$ cat src/design/dpo_pkg.sv
// shared types, constants and calendar tables for the date period overlap block
package dpo_pkg;

   localparam int DayW    = 5;
   localparam int MonW    = 4;
   localparam int YearW   = 14;
   localparam int CountW  = 22;
   localparam int NumW    = 23;   // linear day number width
   localparam int ShiftYW = 15;   // year plus one 400-year cycle
   localparam int QuotW   = 8;    // year / 100
   localparam int ProdW   = 28;
   localparam int KW      = 13;

   localparam logic [KW-1:0] RecipHundred = 13'd5243;   // 2^19 / 100, rounded up
   localparam int            RecipShift   = 19;
   localparam logic [KW-1:0] Hundred      = 13'd100;
   localparam logic [KW-1:0] DaysPerYear  = 13'd365;
   localparam logic [CountW-1:0] CountMax = {CountW{1'b1}};

   localparam logic [MonW-1:0] MonJan = 4'd1;
   localparam logic [MonW-1:0] MonFeb = 4'd2;
   localparam logic [MonW-1:0] MonDec = 4'd12;

   // one step of the shared conversion unit
   typedef enum logic [2:0] {
      OP_YDIV  = 3'd0,   // year / 100
      OP_YREM  = 3'd1,   // leap test from year / 100
      OP_YYDIV = 3'd2,   // shifted year / 100
      OP_YYMUL = 3'd3,   // shifted year * 365
      OP_SUM   = 3'd4    // final day number and date check
   } op_type;

   typedef struct packed {
      logic   en;
      op_type op;
   } dpo_ctl_type;

   typedef struct packed {
      logic [NumW-1:0] num;
      logic            ok;
   } dpo_res_type;

   function automatic logic [DayW-1:0] month_len(input logic [MonW-1:0] m);
      logic [DayW-1:0] len;
      case (m)
         4'd1, 4'd3, 4'd5, 4'd7, 4'd8, 4'd10, 4'd12: len = 5'd31;
         4'd4, 4'd6, 4'd9, 4'd11:                    len = 5'd30;
         4'd2:                                       len = 5'd28;
         default:                                    len = 5'd0;
      endcase
      return len;
   endfunction

   // days before a month in a year that starts in march
   function automatic logic [8:0] month_off(input logic [MonW-1:0] mp);
      logic [8:0] off;
      case (mp)
         4'd0:    off = 9'd0;
         4'd1:    off = 9'd31;
         4'd2:    off = 9'd61;
         4'd3:    off = 9'd92;
         4'd4:    off = 9'd122;
         4'd5:    off = 9'd153;
         4'd6:    off = 9'd184;
         4'd7:    off = 9'd214;
         4'd8:    off = 9'd245;
         4'd9:    off = 9'd275;
         4'd10:   off = 9'd306;
         4'd11:   off = 9'd337;
         4'd12:   off = 9'd367;
         default: off = 9'd0;
      endcase
      return off;
   endfunction

endpackage

$ cat src/design/dpo_date_unit.sv
// shared date unit: one constant multiplier stepped to check a date and form its day number
module dpo_date_unit (
   input  logic                       clock,
   input  dpo_pkg::dpo_ctl_type       ctl,
   input  logic [dpo_pkg::DayW-1:0]   day,
   input  logic [dpo_pkg::MonW-1:0]   month,
   input  logic [dpo_pkg::YearW-1:0]  year,
   output dpo_pkg::dpo_res_type       res
);
   import dpo_pkg::*;

   logic [QuotW-1:0]   qy_ff, qy_in;
   logic               leap_ff, leap_in;
   logic [QuotW-1:0]   q100_ff, q100_in;
   logic [NumW-1:0]    base_ff, base_in;

   logic [ShiftYW-1:0] yy;
   logic [MonW-1:0]    mp;
   logic [ShiftYW-1:0] mul_a;
   logic [KW-1:0]      mul_b;
   logic [ProdW-1:0]   prod;
   logic [DayW-1:0]    len;
   logic               mon_ok;

   // march-based year, shifted by 400 years to stay positive
   always_comb begin
      if (month <= MonFeb) begin
         yy = ShiftYW'(year) + 15'd399;
         mp = month + 4'd9;
      end else begin
         yy = ShiftYW'(year) + 15'd400;
         mp = month - 4'd3;
      end
   end

   always_comb begin
      case (ctl.op)
         OP_YDIV: begin
            mul_a = ShiftYW'(year);
            mul_b = RecipHundred;
         end
         OP_YREM: begin
            mul_a = ShiftYW'(qy_ff);
            mul_b = Hundred;
         end
         OP_YYDIV: begin
            mul_a = yy;
            mul_b = RecipHundred;
         end
         OP_YYMUL: begin
            mul_a = yy;
            mul_b = DaysPerYear;
         end
         default: begin
            mul_a = '0;
            mul_b = '0;
         end
      endcase
      prod = ProdW'(mul_a) * ProdW'(mul_b);
   end

   always_comb begin
      qy_in   = qy_ff;
      leap_in = leap_ff;
      q100_in = q100_ff;
      base_in = base_ff;
      if (ctl.en) begin
         case (ctl.op)
            OP_YDIV:  qy_in = prod[RecipShift +: QuotW];
            OP_YREM:  leap_in = (year[1:0] == 2'b00) &&
                                ((prod != ProdW'(year)) || (qy_ff[1:0] == 2'b00));
            OP_YYDIV: q100_in = prod[RecipShift +: QuotW];
            OP_YYMUL: base_in = prod[NumW-1:0];
            default: ;
         endcase
      end
   end

   always_ff @(posedge clock) begin
      qy_ff   <= qy_in;
      leap_ff <= leap_in;
      q100_ff <= q100_in;
      base_ff <= base_in;
   end

   always_comb begin
      len    = (month == MonFeb) ? (leap_ff ? 5'd29 : 5'd28) : month_len(month);
      mon_ok = (month >= MonJan) && (month <= MonDec);
      res.ok = mon_ok && (day != '0) && (day <= len);
      res.num = base_ff + NumW'(yy >> 2) - NumW'(q100_ff) + NumW'(q100_ff >> 2)
                + NumW'(month_off(mp)) + NumW'(day);
   end

endmodule

$ cat src/design/date_period_overlap_days_top.sv
// top level: item capture, step sequencer around the shared date unit, overlap count
//
//   channel   ports                            handshake
//   request   req_* (12 date fields)           taken when start && !busy
//   response  rsp_overlap_days, rsp_date_invalid  one-cycle strobe rsp_valid
//
// rsp_valid rises after the accepting edge once all four dates have gone through five
// steps each in the one shared date unit, then a compare state and a count state
// busy is high from acceptance until the cycle rsp_valid is raised, so the next
// item can be taken in the strobe cycle; no new item is taken while one is in work
// reset clears the sequencer and the strobe; no response is pending after it
// the receiver cannot stall: each result shows for exactly one cycle
module date_period_overlap_days_top (
   input  logic                          clock,
   input  logic                          reset,
   input  logic                          start,
   output logic                          busy,
   input  logic [dpo_pkg::DayW-1:0]      req_first_start_day,
   input  logic [dpo_pkg::MonW-1:0]      req_first_start_month,
   input  logic [dpo_pkg::YearW-1:0]     req_first_start_year,
   input  logic [dpo_pkg::DayW-1:0]      req_first_end_day,
   input  logic [dpo_pkg::MonW-1:0]      req_first_end_month,
   input  logic [dpo_pkg::YearW-1:0]     req_first_end_year,
   input  logic [dpo_pkg::DayW-1:0]      req_second_start_day,
   input  logic [dpo_pkg::MonW-1:0]      req_second_start_month,
   input  logic [dpo_pkg::YearW-1:0]     req_second_start_year,
   input  logic [dpo_pkg::DayW-1:0]      req_second_end_day,
   input  logic [dpo_pkg::MonW-1:0]      req_second_end_month,
   input  logic [dpo_pkg::YearW-1:0]     req_second_end_year,
   output logic                          rsp_valid,
   output logic [dpo_pkg::CountW-1:0]    rsp_overlap_days,
   output logic                          rsp_date_invalid
);
   import dpo_pkg::*;

   typedef enum logic [3:0] {
      ST_IDLE = 4'b0001,
      ST_CONV = 4'b0010,
      ST_CMP  = 4'b0100,
      ST_CNT  = 4'b1000
   } state_type;

   state_type          state_ff, state_in;
   op_type             op_ff, op_in;
   logic [1:0]         idx_ff, idx_in;
   logic               bad_ff, bad_in;

   logic [DayW-1:0]    day_ff [4];
   logic [MonW-1:0]    mon_ff [4];
   logic [YearW-1:0]   year_ff [4];
   logic [NumW-1:0]    num_ff [4];
   logic [NumW-1:0]    lo_ff, hi_ff;
   logic               ord_ff;

   logic               valid_ff, valid_in;
   logic [CountW-1:0]  cnt_ff, cnt_in;
   logic               inv_ff;

   logic               accept;
   dpo_ctl_type        ctl;
   dpo_res_type        res;
   logic [NumW:0]      diff;

   assign accept = start && (state_ff == ST_IDLE);
   assign busy   = (state_ff != ST_IDLE);

   assign ctl.en = (state_ff == ST_CONV);
   assign ctl.op = op_ff;

   dpo_date_unit u_date (
      .clock (clock),
      .ctl   (ctl),
      .day   (day_ff[idx_ff]),
      .month (mon_ff[idx_ff]),
      .year  (year_ff[idx_ff]),
      .res   (res)
   );

   always_comb begin
      state_in = state_ff;
      op_in    = op_ff;
      idx_in   = idx_ff;
      bad_in   = bad_ff;
      valid_in = 1'b0;
      case (state_ff)
         ST_IDLE: begin
            if (start) begin
               state_in = ST_CONV;
               op_in    = OP_YDIV;
               idx_in   = 2'd0;
               bad_in   = 1'b0;
            end
         end
         ST_CONV: begin
            case (op_ff)
               OP_YDIV:  op_in = OP_YREM;
               OP_YREM:  op_in = OP_YYDIV;
               OP_YYDIV: op_in = OP_YYMUL;
               OP_YYMUL: op_in = OP_SUM;
               default: begin
                  op_in  = OP_YDIV;
                  bad_in = bad_ff || !res.ok;
                  idx_in = idx_ff + 2'd1;
                  if (idx_ff == 2'd3) begin
                     state_in = ST_CMP;
                  end
               end
            endcase
         end
         ST_CMP: begin
            state_in = ST_CNT;
         end
         ST_CNT: begin
            state_in = ST_IDLE;
            valid_in = 1'b1;
         end
         default: begin
            state_in = ST_IDLE;
         end
      endcase
   end

   always_ff @(posedge clock) begin
      if (reset) begin
         state_ff <= ST_IDLE;
         op_ff    <= OP_YDIV;
         idx_ff   <= 2'd0;
         bad_ff   <= 1'b0;
         valid_ff <= 1'b0;
      end else begin
         state_ff <= state_in;
         op_ff    <= op_in;
         idx_ff   <= idx_in;
         bad_ff   <= bad_in;
         valid_ff <= valid_in;
      end
   end

   always_ff @(posedge clock) begin
      if (accept) begin
         day_ff[0]  <= req_first_start_day;
         mon_ff[0]  <= req_first_start_month;
         year_ff[0] <= req_first_start_year;
         day_ff[1]  <= req_first_end_day;
         mon_ff[1]  <= req_first_end_month;
         year_ff[1] <= req_first_end_year;
         day_ff[2]  <= req_second_start_day;
         mon_ff[2]  <= req_second_start_month;
         year_ff[2] <= req_second_start_year;
         day_ff[3]  <= req_second_end_day;
         mon_ff[3]  <= req_second_end_month;
         year_ff[3] <= req_second_end_year;
      end
      if ((state_ff == ST_CONV) && (op_ff == OP_SUM)) begin
         num_ff[idx_ff] <= res.num;
      end
   end

   // latest start and earliest end of the two periods, and whether each period is in order
   always_ff @(posedge clock) begin
      if (state_ff == ST_CMP) begin
         lo_ff  <= (num_ff[0] > num_ff[2]) ? num_ff[0] : num_ff[2];
         hi_ff  <= (num_ff[1] < num_ff[3]) ? num_ff[1] : num_ff[3];
         ord_ff <= (num_ff[0] <= num_ff[1]) && (num_ff[2] <= num_ff[3]);
      end
   end

   always_comb begin
      diff = {1'b0, hi_ff} - {1'b0, lo_ff} + (NumW+1)'(1);
      if (bad_ff || !ord_ff || (lo_ff > hi_ff)) begin
         cnt_in = '0;
      end else if (diff > (NumW+1)'(CountMax)) begin
         cnt_in = CountMax;
      end else begin
         cnt_in = diff[CountW-1:0];
      end
   end

   always_ff @(posedge clock) begin
      if (state_ff == ST_CNT) begin
         cnt_ff <= cnt_in;
         inv_ff <= bad_ff;
      end
   end

   assign rsp_valid        = valid_ff;
   assign rsp_overlap_days = cnt_ff;
   assign rsp_date_invalid = inv_ff;

endmodule

$ cat config.mk
export PLATFORM = sky130hd
export DESIGN_NAME = date_period_overlap_days_top
export DESIGN_NICKNAME = d
export VERILOG_FILES = /design/src/design/dpo_pkg.sv /design/src/design/dpo_date_unit.sv /design/src/design/date_period_overlap_days_top.sv
export SDC_FILE = /design/constraint.sdc
export NUM_CORES = 1
export LEC_CHECK = 0
export ABC_CLOCK_PERIOD_IN_PS = 10000
export BUFFER_PORTS_ARGS = -buffer_cell sky130_fd_sc_hd__buf_4
export CAP_MARGIN = 25
export CELL_PAD_IN_SITES_DETAIL_PLACEMENT = 1
export CELL_PAD_IN_SITES_GLOBAL_PLACEMENT = 2
export CORE_MARGIN = 8
export CORE_UTILIZATION = 40
export DETAILED_ROUTE_END_ITERATION = 10
export HOLD_SLACK_MARGIN = 0.05
export PLACE_DENSITY_LB_ADDON = 0.3
export SLEW_MARGIN = 20
export SYNTH_ARGS = -nofsm -noshare
export SYNTH_HDL_FRONTEND = slang
export SYNTH_SLANG_ARGS = --single-unit
$ cat constraint.sdc
create_clock -name clock -period 10 [get_ports clock]
set_input_delay 1.5 -clock clock [delete_from_list [all_inputs] [get_ports clock]]
set_output_delay 1.5 -clock clock [all_outputs]
set_load 0.05 [all_outputs]
* Word level (Yosys, flattened, before mapping)
Memory sizes are Yosys's and may differ from the RTL's. A register that Yosys moved wholly into a read port is not among the register bits.
Cells that the tools add are included.
Widths: inputs -> output; s select.
** Word-level totals
- Flip-flop bits (word level) :: 121
- Latch bits :: 0
- Bits in writable memories :: 184
- ROM bits :: 224
- Bits of input ports :: 95
- Output and inout bits :: 25
- Logic and storage cells :: 119
- Memories kept :: 6
** Memory list
- (no name shown) :: words 16, width 9, rd ports 1, clocked after memory_dff 0, wr ports 0, line dpo_pkg.sv:57 : case (mp)
- num_ff :: words 4, width 23, rd ports 4, clocked after memory_dff 0, wr ports 1, line date_period_overlap_days_top.sv:51 : logic [NumW-1:0] num_ff [4];
- (no name shown) :: words 16, width 5, rd ports 1, clocked after memory_dff 0, wr ports 0, line dpo_pkg.sv:45 : case (m)
- year_ff :: words 4, width 14, rd ports 1, clocked after memory_dff 1, wr ports 4, line date_period_overlap_days_top.sv:50 : logic [YearW-1:0] year_ff [4];
- day_ff :: words 4, width 5, rd ports 1, clocked after memory_dff 1, wr ports 4, line date_period_overlap_days_top.sv:48 : logic [DayW-1:0] day_ff [4];
- mon_ff :: words 4, width 4, rd ports 1, clocked after memory_dff 1, wr ports 4, line date_period_overlap_days_top.sv:49 : logic [MonW-1:0] mon_ff [4];
** Cells by class
- Add/subtract/negate cells :: 12
- Multiply operators :: 1
- Div/mod/pow operators :: 0
- Order comparisons :: 10
- Equal/unequal tests :: 15
- Shifts and indexed selects :: 0
- Mux-type cells :: 33
- Bitwise operators :: 0
- Reductions and logical operators :: 28
** Operators by type and width (count)
- $gt 23x23->1 :: 2
- $le 23x23->1 :: 2
- $mux 23 :: 2
- $pmux 15 s3 :: 1
- $pmux 13 s3 :: 1
- $add 14x9->15 const B :: 2
- $mul 15x13->28 :: 1
- $ne 28x14->1 :: 1
- $add 24x1->24 const B :: 1
- $gt 24x22->1 const B :: 1
- $sub 23x23->24 :: 1
- $add 23x13->23 :: 1
- $add 23x5->23 :: 1
- $add 23x6->23 :: 1
- $add 23x9->23 :: 1
- $lt 23x23->1 :: 1
- $sub 23x8->23 :: 1
- $mux 22 :: 1
- $mux 2 :: 8
- $mux 4 :: 4
- $mux 15 :: 1
- $pmux 3 s4 :: 1
- $pmux 4 s3 :: 1
- $reduce_and 2->1 :: 5
- 34 further kinds :: 57

* Longest topological paths before layout
Gate-level depths: netlist of the first run.
- Word-level depth :: 8
- Gate-level depth with buffers :: 32
- Depth with buffers taken out :: 30

* Hierarchy
Synthesis of the first run repeated with hierarchy kept, for this count alone.
** Second synthesis, totals
- Cell total of the unflattened synthesis :: 2053
- Area total of the unflattened synthesis :: 23271.1 um2
** By module, submodules not included
- date_period_overlap_days_top :: times used 1, cells an instance 992, area each 13689.4 um2, seq. area each 7887.6 um2
- dpo_date_unit :: times used 1, cells an instance 1061, area each 9581.7 um2, seq. area each 1201.2 um2

* Least setup slack after synthesis of the first run
OpenSTA, ideal clock, no wires.
- Kind :: register -> register
- Start point :: register (tool-made name)
- End point :: register u_date.leap_ff (data pin)
- Setup time :: 0.288 ns
- Arrival time :: 7.882 ns
- Required time :: 9.712 ns
- Slack :: 1.830 ns
- Stages on the path, launching flop included :: 29
- Path buffers :: 2
- Cell sequence :: dfxtp_1 buf_6 buf_8 mux4_2 nor4_2 a21oi_2 or3_4 xor2_1 a22oi_1 or2_2 or2_2 fa_1 fa_1 inv_1 fa_1 fa_1 inv_1 fa_1 inv_1 ha_1 a21oi_1 o21ai_0 nor2_1 a211oi_1 o311a_1 or2_2 mux2i_1 a2111oi_0 a41oi_1
** RTL lines
- end signal: assignment :: line dpo_date_unit.sv:81 : leap_ff <= leap_in;
- end: declaration :: line dpo_date_unit.sv:13 : logic leap_ff, leap_in;

==> results.sh, run 1 <==
export IMPL_routed_wl_um=65300
export IMPL_ff2ff_setup_slack_ns=0.81
export IMPL_fin_crit_sh_pct=91.9
export IMPL_first_pass_iters=5
export IMPL_critPathRequiredTime_ns=10.26
export IMPL_yosys_warnings=0
export IMPL_synth_xor_xnor_area_share_pct=3.47
export IMPL_status="complete, no violations"
export IMPL_synth_nets=2733
export IMPL_drt_vias_per_instance=5.38
export IMPL_port_buffers=119
export IMPL_p_seq_share_pct=25.1
export IMPL_grt_max_degree=91
export IMPL_synth_distinct_cells=88
export IMPL_die_h_um=262
export IMPL_tightest_slew_ns=1.05
export IMPL_clock_root_buffer="clkbuf_16"
export IMPL_synth_async_sr_flop_share_pct=0
export IMPL_via_count=16820
export IMPL_hold_violations=0
export IMPL_pwr_share_comb_pct=56.6
export IMPL_cts_setup_buffers=0
export IMPL_wire_per_inst_um=20.9
export IMPL_design_area_um2=27200
export IMPL_crit_arrival_ns=9.45
export IMPL_power_switching_uw=2970
export IMPL_drt_iter0_drc=864
export IMPL_clockBufferDepth=3
export IMPL_cts_htree_levels=2
export IMPL_fp_dieW_um=262
export IMPL_critPathLaunchType="flop"
export IMPL_p_sw_share_pct=41.9
export IMPL_max_freq_mhz=109
export IMPL_r2r_end="u_date.leap_ff"
export IMPL_min_to="hi_ff[0]"
export IMPL_syn_area_um2=24100
export IMPL_crit_fanout=17
export IMPL_hp_class="reg2reg"
export IMPL_grt_remaining_overflow=0
export IMPL_track_usage_pct=19.2
export IMPL_period_needed_ns=9.19
export IMPL_hold_depth=1
export IMPL_cpMostUsedCell="fa_1"
export IMPL_grt_pass1_vias=18779
export IMPL_cts_clk_slew_worst_paths_ns=0.06
export IMPL_peakVddDrop_mv=0.256
export IMPL_antenna_found_initial=0
export IMPL_ios=120
export IMPL_clock_latency_ns=0.55
export IMPL_holdCritStartpoint="num_ff[3][0]"
export IMPL_power_leakage_uw=0.0123
export IMPL_final_cells=3124
export IMPL_max_slew_margin_rel_pct=29.9
export IMPL_synthFlopType="edfxtp_1"
export IMPL_synth_compound_area_share_pct=11.3
export IMPL_synth_edf_count=294
export IMPL_drc=0
export IMPL_rsz0062_at_grt="no"
export IMPL_cts_num_sinks=307
export IMPL_synth_adder_area_share_pct=27.5
export IMPL_grt_pass1_wl_um=103000
export IMPL_fin_ws_ns=0.811
export IMPL_numCtsBuffers=37
export IMPL_synth_top_family_by_area="adder cells"
export IMPL_crit_path_top_delay_cell="mux4_2"
export IMPL_place_congestion=0.847
export IMPL_synthesis_instances=2185
export IMPL_setup_viol=0
export IMPL_diodes=0
export IMPL_postPlaceCellArea_um2=26000
export IMPL_finalSetupTns_ns=0
export IMPL_slew_viol_final=0
export IMPL_pre_cts_slack_ns=0.777
export IMPL_post_dp_hpwl_um=53600
export IMPL_synth_top_area_cell="edfxtp_1"
export IMPL_path_class="reg2reg"
export IMPL_p_per_area_nw_per_um2=261
export IMPL_cts_resized=0
export IMPL_nets=2863
export IMPL_synth_area_leaders="edfxtp_1 37%, ha_1 17%, fa_1 11%"
export IMPL_ys_ff_latch=307
export IMPL_synth_avg_cell_area_um2=11.0
export IMPL_fin_worst_skew_ns=0.0176
export IMPL_drtAntennaViolNets=0
export IMPL_cts_tree="yes"
export IMPL_clock_power_share_pct=18.3
export IMPL_fin_util_pct=45.3
export IMPL_yosys_area_share_simple_pct=9.55
export IMPL_worstSetupEndpointType="flop"
export IMPL_rows=90
export IMPL_start_util_pct=40.2
export IMPL_post_place_cells=3057
export IMPL_fp_dieArea_um2=68500
export IMPL_seq_area_frac_synth_pct=37.7
export IMPL_p_int_uw=4120
export IMPL_muxShareOfSynthArea_pct=3.48
export IMPL_core_area_um2=60000
export IMPL_hold_buffers=0
export IMPL_max_cap_viol_count=0
export IMPL_synth_top_cell_area_share_pct=36.6
export IMPL_area_delta_synth_final_pct=12.7
export IMPL_final_layout_size_suffix_gt1_share_pct=12.0
export IMPL_slowest_delay_ns=0.62
export IMPL_reg2regPathDepth=29
cell usage after synthesis (5+ instances only):
master	number
a211oi_1	11
or3_1	6
buf_1	6
nand2_1	79
o311a_1	23
mux2i_1	31
a21oi_1	85
buf_2	5
or2_2	13
inv_1	377
nand3_1	69
nor2b_1	26
o21a_1	28
clkbuf_1	47
o31ai_1	7
nor2_1	100
o2111ai_1	26
xor2_1	32
o211ai_1	11
o21ai_0	65
xnor2_1	51
nand4_1	56
o21bai_1	11
nand2b_1	13
a21o_1	65
a211o_1	5
nor3_1	28
dfxtp_1	13
a31oi_1	10
mux4_2	22
edfxtp_1	294
nor4b_1	7
and3_1	20
ha_1	324
a22oi_1	6
inv_2	5
fa_1	129
nor4_1	5
logic make-up after synthesis:
family / count (synthesis)
adders and majority gates: 454
and+or+nand+nor: 447
buffers and inverters: 444
AOI/OAI and AO/OA: 389
DFF: 307
xor gates and xnor gates: 88
muxes: 56
flip-flops by register name (all words and copies together), names as in the netlist, 4 cells and up, named ones only:
name	cells
state_ff	4
hi_ff	23
year_ff	56
rsp_overlap_days	22
day_ff	20
mon_ff	16
u_date.base_ff	23
u_date.qy_ff	8
u_date.q100_ff	8
lo_ff	23
num_ff	92
layer usage:
layer	track usage, %	vias to the layer above	part of all wire (%)
li1	-	8030	-
met5	0	-	0
met4	8.36	0	4.3
met1	22.7	8371	43
met3	2.40	120	2.9
met2	34.9	299	50
layout by cell type, fill, tap and decap left out, types with 6 or more instances in the layout:
cell type  netlist  routed
xnor2_1         51      51
o21ai_0         65      64
mux4_2          22      22
a31oi_1         10      10
a22oi_1          6       6
nor2_1         100      97
nor3_1          28      28
a211oi_1        11      11
o21bai_1        11      11
or2_2           13      13
clkinv_2         0      10
and3_1          20      20
o21a_1          28      28
nor2b_1         26      26
edfxtp_1       294     294
xor2_1          32      32
o31ai_1          7       7
o211ai_1        11      11
nand2b_1        13      13
buf_4            0     149
clkinv_1         1       8
o2111ai_1       26      26
inv_1          377     377
nand2_1         79      79
fa_1           129     129
clkbuf_16        0      38
or3_1            6       6
dfxtp_1         13      12
o311a_1         23      23
mux2i_1         31      31
nand4_1         56      56
a21oi_1         85      85
nand3_1         69      69
ha_1           324     324
a21o_1          65      65
per-stage QoR:
step / total power (µW) / hold WS, ns
after floorplan: 4680 / 0.432
after global placement: 5700 / 0.617
after detailed placement: 5820 / 0.621
after CTS: 7160 / 0.626
after global routing: 7660 / 0.637
final: 7090 / 0.637
power groups by stage:
stage	Clock (µW)	Combinational [µW]	Sequential, µW
after floorplan	0	2880	1800
after global placement	0	3900	1800
after detailed placement	0	4010	1810
after CTS	1340	4040	1780
after global routing	1380	4500	1780
final	1300	4020	1780
cell type report:
class	instances	area, µm²
Clock buffer	42	966
Clock inverter	24	184
Timing Repair Buffer	152	1160
Sequential cell	307	9090
Multi-Input combinational cell	1434	13400
Tap cell	782	978
Inverter	383	1440
Fill cell	6535	32800
worst max-delay path: cells and delay by family, from the launching register on:
kind / cells / cell delay [ns]
buffers and inverters: 6 / 0.87
multiplexers: 2 / 0.75
flip-flops: 1 / 0.55
AND/OR/NAND/NOR: 6 / 1.96
XOR/XNOR: 1 / 0.14
AO/OA/AOI/OAI: 8 / 1.78
adder cells (fa/ha/maj): 6 / 2.85
worst max-delay path by stage:
stage,start,end,slack (ns),cells after the start
floorplan,flop,u_date.leap_ff,1.83,28
global placement,flop,u_date.leap_ff,0.89,29
detailed placement,flop,u_date.leap_ff,0.78,29
CTS,flop,u_date.leap_ff,0.75,29
global route,flop,u_date.leap_ff,0.16,29
finish,flop,u_date.leap_ff,0.81,29
No activity file was read; power rests on OpenSTA's default activity.
==> run 2, diff against run 1 <==
Settings changed: CORE_ASPECT_RATIO set to 1.1.
==> run 2 against run 1 <==
Net effect:
- clock power up 3%
- die area is essentially flat
- wire length decreased by 3.0%
- core utilization increased by 0.33 points
- maximum frequency down 2.5%
- global-route usage is 0.71 points lower
- sequential share of layout area fell by 0.093 points
- hold slack worse by 0.041 ns
- critical path type unchanged
- largest cell class unchanged
- largest power group unchanged
==> results.sh, run 2 (same netlist as run 1, synthesis figures left out) <==
export IMPL_drt_iter0_drc=796
export IMPL_nets=2868
export IMPL_post_place_cells=3047
export IMPL_ios=120
export IMPL_fp_dieArea_um2=68500
export IMPL_final_common_cell="inv_1"
export IMPL_period_needed_ns=9.42
export IMPL_setup_viol=0
export IMPL_die_h_um=274
export IMPL_place_congestion=0.885
export IMPL_nFillCells=6416
export IMPL_clock_latency_ns=0.56
export IMPL_post_dp_hpwl_um=52100
export IMPL_tightest_slew_ns=1.01
export IMPL_worstSetupEndpointType="flop"
export IMPL_fp_dieW_um=250
export IMPL_numCtsBuffers=38
export IMPL_holdWs_ns=0.596
export IMPL_final_cells=3117
export IMPL_hold_violations=0
export IMPL_cpMostUsedCell="fa_1"
export IMPL_wire_per_inst_um=20.3
export IMPL_peakVddDrop_mv=0.220
export IMPL_diodes=0
export IMPL_finalSetupTns_ns=0
export IMPL_clockBufferDepth=3
export IMPL_slowest_delay_ns=0.67
export IMPL_crit_arrival_ns=9.81
export IMPL_max_freq_mhz=106
export IMPL_fin_worst_skew_ns=0.0252
export IMPL_critPathLaunchType="flop"
export IMPL_fin_crit_sh_pct=94.2
export IMPL_final_cell_mix="377 x inv_1, 324 x ha_1, 294 x edfxtp_1, 153 x buf_4, 129 x fa_1"
export IMPL_final_layout_size_suffix_gt1_share_pct=12.5
export IMPL_path_class="reg2reg"
export IMPL_grt_pass1_wl_um=102000
export IMPL_status="complete, no violations"
export IMPL_clock_root_buffer="clkbuf_16"
export IMPL_max_cap_viol_count=0
export IMPL_slew_viol_final=0
export IMPL_largest_reg_flops=92
export IMPL_drc=0
export IMPL_drtAntennaViolNets=0
export IMPL_regArea_um2=9090
export IMPL_via_count=16862
export IMPL_fin_util_pct=45.7
export IMPL_grt_remaining_overflow=0
export IMPL_rsz0062_at_grt="no"
export IMPL_critPathRequiredTime_ns=10.39
export IMPL_first_pass_iters=5
export IMPL_grt_max_degree=93
export IMPL_max_slew_margin_rel_pct=32.4
export IMPL_grt_pass1_vias=18981
export IMPL_top_register="num_ff"
export IMPL_core_area_um2=59700
export IMPL_rows=94
export IMPL_p_per_area_nw_per_um2=264
export IMPL_cts_htree_levels=2
export IMPL_antenna_found_initial=0
export IMPL_hp_class="reg2reg"
export IMPL_routed_wl_um=63400
export IMPL_crit_path_top_delay_cell="xor2_1"
export IMPL_top_regs="num_ff: 92 flops, year_ff: 56 flops"
export IMPL_port_buffers=119
export IMPL_multi_input_area_um2=13400
export IMPL_cts_tree="yes"
export IMPL_power_leakage_uw=0.0124
export IMPL_track_usage_pct=18.5
export IMPL_start_util_pct=40.4
export IMPL_drt_vias_per_instance=5.41
export IMPL_area_delta_synth_final_pct=13.0
export IMPL_hold_buffers=0
export IMPL_crit_fanout=16
export IMPL_cts_num_sinks=307
export IMPL_cts_clk_slew_worst_paths_ns=0.06
## run 2: path summary, 6_finish.rpt
| kind | start | end | slack [ns] | cells after the start |
|---|---|---|---|---|
| worst max-delay path | flop | u_date.leap_ff | 0.58 | 29 |
| worst min-delay path | bad_ff | rsp_date_invalid | 0.60 | 0 |
| worst min register to register | bad_ff | rsp_date_invalid | 0.60 | 0 |
| worst max register to register | flop | u_date.leap_ff | 0.58 | 29 |
## run 2: metrics by stage
stage / instance area (µm²) / power, µW / worst slack [ns]
after floorplan: 24100 / 4680 / 1.83
final: 27300 / 7190 / 0.578
after CTS: 27300 / 7290 / 0.420
after global placement: 26000 / 5780 / 0.653
after global routing: 27300 / 7760 / 0.0442
after detailed placement: 26100 / 5900 / 0.438
## run 2: per-layer routing
metal	vias up	track usage [%]	part of all wire, %
met4	0	6.05	3.0
met5	-	0	0
li1	8039	-	-
met2	295	35.9	53
met3	105	2.31	3.0
met1	8423	20.8	41
## run 2: power by group
group | internal [µW] | switching (µW) | leakage (µW) | total, µW
clock network | 779 | 559 | 0.000598 | 1340
registers | 1770 | 12.4 | 0.00279 | 1780
logic | 1600 | 2480 | 0.00898 | 4080
## run 2: cell type report
| class | instances | area share [%] |
|---|---|---|
| Sequential cell | 307 | 33.3 |
| Tap cell | 768 | 3.52 |
| Clock buffer | 44 | 3.68 |
| Clock inverter | 25 | 0.757 |
| Inverter | 383 | 5.27 |
| Timing Repair Buffer | 156 | 4.35 |
| Multi-Input combinational cell | 1434 | 49.1 |
## run 2: worst max-delay path, delay by kind of cell (launching register included)
kind	cells	cell delay (ns)
fa+ha+maj	6	2.89
simple gates	8	2.48
compound gates	6	1.08
xor+xnor	2	0.81
buf+inv	6	0.77
flops	1	0.66
mux	1	0.57
## run 2: what timing repair did
action,4_1_cts,5_1_grt
gates resized for setup,0,1
endpoints found under the setup margin,0,1
setup buffers,0,0
==> run 3, diff against run 2 <==
Settings changed: CAP_MARGIN 25 to 20, CORE_UTILIZATION 40 to 35.
==> run 3 against run 2 <==
Net effect:
- design area is 0.85% higher
- sequential share of layout area is 0.28 points lower
- register-to-register slack better by 0.18 ns
- core utilization is 5.6 points lower
- critical path type unchanged
==> results.sh, run 3 (same netlist as run 1, synthesis figures left out) <==
export IMPL_design_area_um2=27500
export IMPL_max_cap_viol_count=0
export IMPL_first_pass_iters=4
export IMPL_clock_power_share_pct=19.4
export IMPL_cts_htree_levels=2
export IMPL_clock_root_buffer="clkbuf_16"
export IMPL_drt_vias_per_instance=5.14
export IMPL_nFillCells=7482
export IMPL_nets=2865
export IMPL_critPathLaunchType="flop"
export IMPL_drtAntennaViolNets=0
export IMPL_track_usage_pct=17.2
export IMPL_place_congestion=0.910
export IMPL_cts_resized=0
export IMPL_fin_ws_ns=0.756
export IMPL_path_class="reg2reg"
export IMPL_antenna_found_initial=1
export IMPL_drc=0
export IMPL_die_h_um=291
export IMPL_final_common_cell="inv_1"
export IMPL_met2_length_um=34100
export IMPL_crit_fanout=21
export IMPL_top_register="num_ff"
export IMPL_tightest_slew_ns=1.05
export IMPL_crit_buf_inv=6
export IMPL_slowest_delay_ns=0.64
export IMPL_hold_buffers=0
export IMPL_wire_per_inst_um=20.3
export IMPL_fp_dieW_um=266
export IMPL_worstSetupEndpointType="flop"
export IMPL_grt_remaining_overflow=0
export IMPL_cp_top_family="adder cells"
export IMPL_max_slew_margin_rel_pct=30.2
export IMPL_crit_path_top_delay_cell="mux4_2"
export IMPL_routed_wl_um=66300
export IMPL_top_layer_used="met4"
export IMPL_grt_pass1_vias=18965
export IMPL_cts_clk_slew_worst_paths_ns=0.06
export IMPL_status="complete, no violations"
export IMPL_critPathRequiredTime_ns=10.28
export IMPL_post_dp_hpwl_um=54900
export IMPL_pwr_share_comb_pct=55.8
export IMPL_power_switching_uw=3010
export IMPL_fp_dieArea_um2=77600
export IMPL_via_count=16820
export IMPL_port_buffers=119
export IMPL_postPlaceCellArea_um2=26200
export IMPL_cpMostUsedCell="fa_1"
export IMPL_crit_arrival_ns=9.52
export IMPL_p_seq_share_pct=24.8
export IMPL_grt_pass1_wl_um=106000
export IMPL_period_needed_ns=9.24
export IMPL_p_sw_share_pct=41.9
export IMPL_top_regs="num_ff: 92 flops, year_ff: 56 flops"
export IMPL_largest_reg_flops=92
export IMPL_area_delta_synth_final_pct=14.0
export IMPL_final_cell_mix="377 x inv_1, 324 x ha_1, 294 x edfxtp_1, 153 x buf_4, 129 x fa_1"
export IMPL_numCtsBuffers=38
export IMPL_ios=120
export IMPL_hp_class="reg2reg"
export IMPL_p_int_uw=4170
export IMPL_hold_violations=0
export IMPL_rows=101
export IMPL_fin_worst_skew_ns=0.0246
export IMPL_grt_max_degree=68
export IMPL_drt_iter0_drc=745
export IMPL_finalSetupTns_ns=0
export IMPL_cts_num_sinks=307
export IMPL_slew_viol_final=0
export IMPL_clockBufferDepth=3
export IMPL_p_per_area_nw_per_um2=261
export IMPL_power_leakage_uw=0.0124
export IMPL_pre_cts_slack_ns=0.779
export IMPL_final_layout_size_suffix_gt1_share_pct=12.3
export IMPL_totalPowerFinal_uw=7180
export IMPL_wl_met3_um=1990
export IMPL_core_area_um2=68600
export IMPL_start_util_pct=35.2
export IMPL_cts_setup_buffers=0
export IMPL_setup_viol=0
export IMPL_peakVddDrop_mv=0.208
export IMPL_fin_crit_sh_pct=92.4
export IMPL_rsz0062_at_grt="no"
export IMPL_holdWs_ns=0.633
export IMPL_met1Wirelength_um=27400
export IMPL_clock_latency_ns=0.58
export IMPL_cts_tree="yes"
export IMPL_diodes=0
export IMPL_max_freq_mhz=108
==> run 3: cell count changes in the layout (fill, tap and decap cells not counted), sizes merged <==
cell      delta
clkinvlp     +1
bufinv       +2
inv          -3
buf          -3
clkbuf       -1
clkinv       +1
==> run 3: per-layer routing <==
metal,up-vias,track usage (%)
met5,-,0
met4,0,7.15
met3,123,2.21
met2,261,31.8
met1,8405,19.7
li1,8031,-
==> run 3: power by group through the flow <==
stage          clock [µW]  sequential, µW  combinational (µW)
4_1_cts              1450            1780                4060
2_1_floorplan           0            1800                2880
3_5_place_dp            0            1810                4030
6_report             1400            1780                4010
3_3_place_gp            0            1800                3900
5_1_grt              1480            1780                4520
==> run 3: through the flow <==
| stage | std cells | utilization, % |
|---|---|---|
| after floorplan | 2185 | - |
| after global placement | 3204 | 38.2 |
| after detailed placement | 3204 | 38.2 |
| after CTS | 3273 | 40.1 |
| after global routing | 3273 | 40.1 |
| final | 3273 | 40.1 |
==> run 3: path summary, 6_finish.rpt <==
check	startpoint	end	slack, ns	cells after the start
worst max-delay path	flop	u_date.leap_ff	0.76	29
worst min-delay path	bad_ff	rsp_date_invalid	0.63	0
worst max register to register	flop	u_date.leap_ff	0.76	29
worst min register to register	bad_ff	rsp_date_invalid	0.63	0
==> run 3: final cells by class <==
class	instances	area, µm²	area share (%)
clock buffer	43	980	3.56
multi-input combinational	1434	13400	48.7
clock inverter	26	294	1.07
tap	927	1160	4.22
sequential	307	9090	33.0
timing repair buffer	153	1150	4.17
inverter	383	1440	5.22
